<file path="config.mk">
export PLATFORM = sky130hd
export DESIGN_NAME = bcf_alu
export DESIGN_NICKNAME = d
export VERILOG_FILES = /design/src/rtl/bcf_pkg.sv /design/src/rtl/bcf_alu.sv
export SDC_FILE = /design/constraint.sdc
export NUM_CORES = 2
export LEC_CHECK = 0
export BUFFER_PORTS_ARGS = -buffer_cell sky130_fd_sc_hd__clkbuf_2
export CAP_MARGIN = 20
export CORE_MARGIN = 2
export CORE_UTILIZATION = 52
export DETAILED_ROUTE_END_ITERATION = 10
export PLACE_DENSITY = 0.68
export SKIP_CTS_REPAIR_TIMING = 1
export SLEW_MARGIN = 20
export SYNTH_ARGS = -nofsm -noshare
export SYNTH_HDL_FRONTEND = slang
export SYNTH_SLANG_ARGS = --single-unit
</file>
<file path="constraint.sdc">
create_clock -name clk -period 6.7 [get_ports clk]
set_input_delay 0.335 -clock clk [delete_from_list [all_inputs] [get_ports clk]]
set_output_delay 0.335 -clock clk [all_outputs]
set_load 0.05 [all_outputs]
</file>
<file path="src/rtl/bcf_pkg.sv">
// ----------------------------------------------------------------------------
// bcf_pkg
// shared types and codes for the band cholesky factor and solve block
// ----------------------------------------------------------------------------
package bcf_pkg;

    localparam int MAX_SIZE_DEF = 64;
    localparam int MAX_BAND_DEF = 8;

    // item kinds
    typedef enum logic [1:0] {
        FUNC_WR_BAND = 2'd0,
        FUNC_FACTOR  = 2'd1,
        FUNC_WR_RHS  = 2'd2,
        FUNC_SOLVE   = 2'd3
    } func_t;

    // error codes
    localparam logic [1:0] ERR_OK    = 2'd0;
    localparam logic [1:0] ERR_PIVOT = 2'd1;
    localparam logic [1:0] ERR_SAT   = 2'd2;

    // configuration register indexes
    localparam logic CFG_MATRIX_SIZE = 1'b0;
    localparam logic CFG_BAND_WIDTH  = 1'b1;

    typedef enum logic [1:0] {
        ALU_MUL  = 2'd0,
        ALU_SUB  = 2'd1,
        ALU_DIV  = 2'd2,
        ALU_SQRT = 2'd3
    } alu_op_t;

    typedef struct packed {
        logic busy;
        logic done;
        logic sat;
        logic div_zero;
    } alu_status_t;

endpackage

</file>
<file path="src/rtl/bcf_alu.sv">
// ----------------------------------------------------------------------------
// bcf_alu
// shared q16.16 unit: multiply, subtract, restoring divide, square root
// ----------------------------------------------------------------------------
module bcf_alu
    import bcf_pkg::*;
(
    input  logic               clk,
    input  logic               rst_n,
    input  logic               start,
    input  alu_op_t            op,
    input  logic signed [31:0] a,
    input  logic signed [31:0] b,
    output logic signed [31:0] result,
    output alu_status_t        status
);

    typedef enum logic [2:0] {
        A_IDLE,
        A_MULF,
        A_DIV,
        A_DIVF,
        A_SQRT
    } alu_state_t;

    alu_state_t         state_reg;
    logic               done_reg;
    logic               sat_reg;
    logic               dz_reg;
    logic signed [31:0] res_reg;
    logic signed [63:0] prod_reg;
    logic [47:0]        quo_reg;
    logic [31:0]        rem_reg;
    logic [31:0]        den_reg;
    logic               neg_reg;
    logic [5:0]         cnt_reg;
    logic [47:0]        x_reg;
    logic [26:0]        srem_reg;
    logic [23:0]        root_reg;

    logic [32:0]        sat_w;
    logic [32:0]        rem_sh;
    logic [26:0]        srem_sh;
    logic [26:0]        trial;
    logic signed [63:0] mul_adj;
    logic signed [63:0] quo_s;
    logic [31:0]        mag_a;
    logic [31:0]        mag_b;

    function automatic logic [32:0] sat64(input logic signed [63:0] v);
        logic [32:0] r;
        if (v > 64'sd2147483647)
        begin
            r = {1'b1, 32'h7fffffff};
        end
        else if (v < -64'sd2147483648)
        begin
            r = {1'b1, 32'h80000000};
        end
        else
        begin
            r = {1'b0, v[31:0]};
        end
        return r;
    endfunction

    always_comb
    begin
        mag_a   = a[31] ? (~a + 32'd1) : a;
        mag_b   = b[31] ? (~b + 32'd1) : b;
        rem_sh  = {rem_reg, quo_reg[47]};
        srem_sh = {srem_reg[24:0], x_reg[47:46]};
        trial   = {1'b0, root_reg, 2'b01};
        mul_adj = prod_reg + (prod_reg[63] ? 64'sd65535 : 64'sd0);
        quo_s   = $signed({16'd0, quo_reg});
        sat_w   = sat64(64'(a) - 64'(b));
    end

    always_ff @(posedge clk or negedge rst_n)
    begin
        if (!rst_n)
        begin
            state_reg <= A_IDLE;
            done_reg  <= 1'b0;
            sat_reg   <= 1'b0;
            dz_reg    <= 1'b0;
        end
        else
        begin
            done_reg <= 1'b0;
            unique case (state_reg)
                A_IDLE:
                begin
                    if (start)
                    begin
                        unique case (op)
                            ALU_MUL:
                            begin
                                prod_reg  <= 64'(a) * 64'(b);
                                state_reg <= A_MULF;
                            end
                            ALU_SUB:
                            begin
                                res_reg  <= sat_w[31:0];
                                sat_reg  <= sat_w[32];
                                dz_reg   <= 1'b0;
                                done_reg <= 1'b1;
                            end
                            ALU_DIV:
                            begin
                                if (b == 32'sd0)
                                begin
                                    res_reg  <= 32'sd0;
                                    sat_reg  <= 1'b0;
                                    dz_reg   <= 1'b1;
                                    done_reg <= 1'b1;
                                end
                                else
                                begin
                                    quo_reg   <= {mag_a, 16'd0};
                                    rem_reg   <= 32'd0;
                                    den_reg   <= mag_b;
                                    neg_reg   <= a[31] ^ b[31];
                                    cnt_reg   <= 6'd47;
                                    state_reg <= A_DIV;
                                end
                            end
                            ALU_SQRT:
                            begin
                                x_reg     <= {a, 16'd0};
                                srem_reg  <= 27'd0;
                                root_reg  <= 24'd0;
                                cnt_reg   <= 6'd23;
                                state_reg <= A_SQRT;
                            end
                            default:
                            begin
                                state_reg <= A_IDLE;
                            end
                        endcase
                    end
                end
                A_MULF:
                begin
                    {sat_reg, res_reg} <= sat64(mul_adj >>> 16);
                    dz_reg    <= 1'b0;
                    done_reg  <= 1'b1;
                    state_reg <= A_IDLE;
                end
                A_DIV:
                begin
                    if (rem_sh >= {1'b0, den_reg})
                    begin
                        rem_reg <= 32'(rem_sh - {1'b0, den_reg});
                        quo_reg <= {quo_reg[46:0], 1'b1};
                    end
                    else
                    begin
                        rem_reg <= rem_sh[31:0];
                        quo_reg <= {quo_reg[46:0], 1'b0};
                    end
                    cnt_reg <= cnt_reg - 6'd1;
                    if (cnt_reg == 6'd0)
                    begin
                        state_reg <= A_DIVF;
                    end
                end
                A_DIVF:
                begin
                    {sat_reg, res_reg} <= sat64(neg_reg ? -quo_s : quo_s);
                    dz_reg    <= 1'b0;
                    done_reg  <= 1'b1;
                    state_reg <= A_IDLE;
                end
                A_SQRT:
                begin
                    x_reg   <= {x_reg[45:0], 2'b00};
                    cnt_reg <= cnt_reg - 6'd1;
                    if (srem_sh >= trial)
                    begin
                        srem_reg <= srem_sh - trial;
                        root_reg <= {root_reg[22:0], 1'b1};
                    end
                    else
                    begin
                        srem_reg <= srem_sh;
                        root_reg <= {root_reg[22:0], 1'b0};
                    end
                    if (cnt_reg == 6'd0)
                    begin
                        res_reg   <= {8'd0, root_reg[22:0], (srem_sh >= trial)};
                        sat_reg   <= 1'b0;
                        dz_reg    <= 1'b0;
                        done_reg  <= 1'b1;
                        state_reg <= A_IDLE;
                    end
                end
                default:
                begin
                    state_reg <= A_IDLE;
                end
            endcase
        end
    end

    assign result          = res_reg;
    assign status.busy     = (state_reg != A_IDLE);
    assign status.done     = done_reg;
    assign status.sat      = sat_reg;
    assign status.div_zero = dz_reg;

endmodule

</file>
==> flow_summary.json <==
{
  "fillCellCount": 8985,
  "io_pins": 105,
  "start_util_pct": 52.4,
  "port_buffers": 104,
  "avgSynthCellArea_sq_um": 9.33,
  "yosysTopAreaCell": "fa_1",
  "drt_iter0_markers": 3969,
  "finalSetupViolations": 35,
  "drive_gt1_share_pct": 16.6,
  "fmax_mhz": 135,
  "reg2reg_depth": 12,
  "core_area_sq_um": 109000,
  "cts.clk_slew.worst_paths_ns": 0.06,
  "worstMarginPinSlew_ns": 1.04,
  "dieHeight_um": 335,
  "rows": 121,
  "die-area_sq_um": 112000,
  "grtUsageTotal_pct": 31.8,
  "cts_root_buffer": "clkbuf_16",
  "die_x_um": 335,
  "critical_path.max_fanout": 5,
  "worstSetupEndpointType": "flop",
  "dpl.hpwl_um": 146000,
  "grt_pass1_vias": 47169,
  "critPathLaunch": "b[4]",
  "max-clock-path-buffers": 3,
  "fin_nets": 8051,
  "r2r_end": "result[14]",
  "insertion_delay_ns": 0.55,
  "drtPass1Iterations": 7,
  "fin_ws_ns": -0.698,
  "critPathMaxStageDelay_ns": 0.55,
  "h-tree-depth": 2,
  "cap_violations": 0,
  "worstPathRequired_ns": 6.99,
  "grt_pass1_wl_um": 272000,
  "grt_max_degree": 81,
  "cp-start-kind": "input pin",
  "largest_reg_flops": 64,
  "drtAntennaViolNets": 0,
  "syn2layout_area_growth_pct": 17.0,
  "status": "complete, but fails checks",
  "ys_seq_elements": 302,
  "synth_area_leaders": "fa_1 38%, edfxtp_1 16%, inv_1 8.1%",
  "synth.distinct_cells": 82,
  "dpl_worst_slack_ns": -1.45,
  "yosysMostFrequentCell": "inv_1",
  "skew_ns": 0.0238,
  "whs_ns": 0.196,
  "hold_path_class": "input pin to asynchronous set/reset pin",
  "wl_per_cell_um": 22.3,
  "grt.overflow.total": 0,
  "fin_crit_ns": 7.40,
  "rrSetupSlack_ns": 0.98,
  "layout.cells.non_filler": 8011,
  "violations": "negative setup slack",
  "crit_type": "input pin to flop",
  "cpMostUsedCell": "fa_1",
  "place_congestion": 1.00,
  "rsz0062_at_grt": "yes",
  "timing.rr.start": "prod_reg[63]",
  "cts_buffers": 34,
  "crit_arrival_ns": 7.69,
  "hold_violations": 0,
  "vias": 44870,
  "postSynth.asyncResetShare_pct": 1.99,
  "antenna_found_initial": 7,
  "cts_sinks": 302,
  "synth_edf_count": 296,
  "synthesis.nets": 7593,
  "fin_crit_sh_pct": 110,
  "cts_tree": "done",
  "slew_headroom_pct": 30.5,
  "syn_area_sq_um": 57000,
  "dominantRegCellSynth": "edfxtp_1",
  "synth_cells": 6110,
  "drt-total-wl_um": 178000,
  "synth_top_area_share_pct": 38.1,
  "synth_seq_area_share_pct": 15.9,
  "drv_slew": 0,
  "remaining_drc_errors": 0,
  "viasPerCell": 5.60,
  "synth_common_cells": "1,228 x inv_1, 1,084 x fa_1, 758 x nand2_1, 444 x and2_1, 330 x ha_1",
  "synth-warning-count": 0,
  "slowest_stage": "fa_1",
  "dp.cells": 7894
}
-- worst max-delay path, delay by kind of cell --
kind / cells / cell delay, ns
AO/OA/AOI/OAI: 10 / 2.13
buffers and inverters: 9 / 0.72
XOR/XNOR: 1 / 0.08
AND/OR/NAND/NOR: 1 / 0.05
adder cells (fa/ha/maj): 9 / 4.34
-- worst max-delay path by stage --
stage	cells after the start	slack [ns]	endpoint
4_1_cts	28	-0.91	prod_reg[60]
3_5_place_dp	28	-1.45	prod_reg[60]
2_1_floorplan	26	-0.76	prod_reg[63]
6_report	30	-0.70	prod_reg[63]
3_3_place_gp	28	-1.42	prod_reg[60]
5_1_grt	27	-0.92	prod_reg[63]
-- cell usage in the layout, fill, tap and decap left out, types with 42 or more instances in the layout --
cell type,netlist,layout
nor2_1,317,287
buf_12,0,78
a21oi_1,155,128
xnor2_1,157,156
xor2_1,124,122
fa_2,0,42
clkbuf_2,0,80
nand3_1,68,67
fa_1,1084,1042
buf_4,4,514
nor3_1,49,47
inv_1,1228,1175
and2_1,444,426
inv_2,0,43
nand2_1,758,740
o21ai_0,145,122
edfxtp_1,296,296
a21o_1,81,81
ha_1,330,287
mux2i_1,54,54
clkbuf_16,0,46
-- cells by family (layout without fill, tap and decap cells) --
kind of cell	count (synthesis)	count (layout)	share of synthesized area [%]
flops	302	302	15.9
compound gates	652	652	7.53
mux	56	56	0.988
xor+xnor	281	281	4.32
buf+inv	1540	2021	10.2
simple gates	1865	1865	15.8
fa+ha+maj	1414	1414	45.3
other cells	0	6	0
-- stage by stage --
stage / utilization [%] / setup TNS (ns) / instance area, sq um
floorplan: - / -9.38 / 58700
global placement: 58.9 / -36.65 / 64100
detailed placement: 58.9 / -39.57 / 64100
CTS: 59.9 / -16.53 / 65200
global route: 61.3 / -18.46 / 66700
finish: 61.3 / -11.93 / 66700
-- cell type report --
type | count | area [sq um] | area share [%]
Antenna cell | 6 | 15.0 | 0.0225
Clock buffer | 36 | 880 | 1.32
Clock inverter | 23 | 196 | 0.295
Inverter | 1229 | 4650 | 6.97
Multi-Input combinational cell | 4268 | 43500 | 65.2
Sequential cell | 302 | 9040 | 13.6
Tap cell | 1414 | 1770 | 2.65
Timing Repair Buffer | 733 | 6680 | 10.0
-- layer usage --
metal | wire length, um | global-route usage (%) | part of all wire (%)
met1 | 71800 | 42.9 | 40
met2 | 82800 | 51.8 | 46
met3 | 15600 | 5.06 | 8.8
met4 | 8160 | 12.5 | 4.6
met5 | 16 | 0 | 0.0090
Power is not shown: default switching activity piles up to over one toggle a cycle in this logic, so the estimate is an artifact.
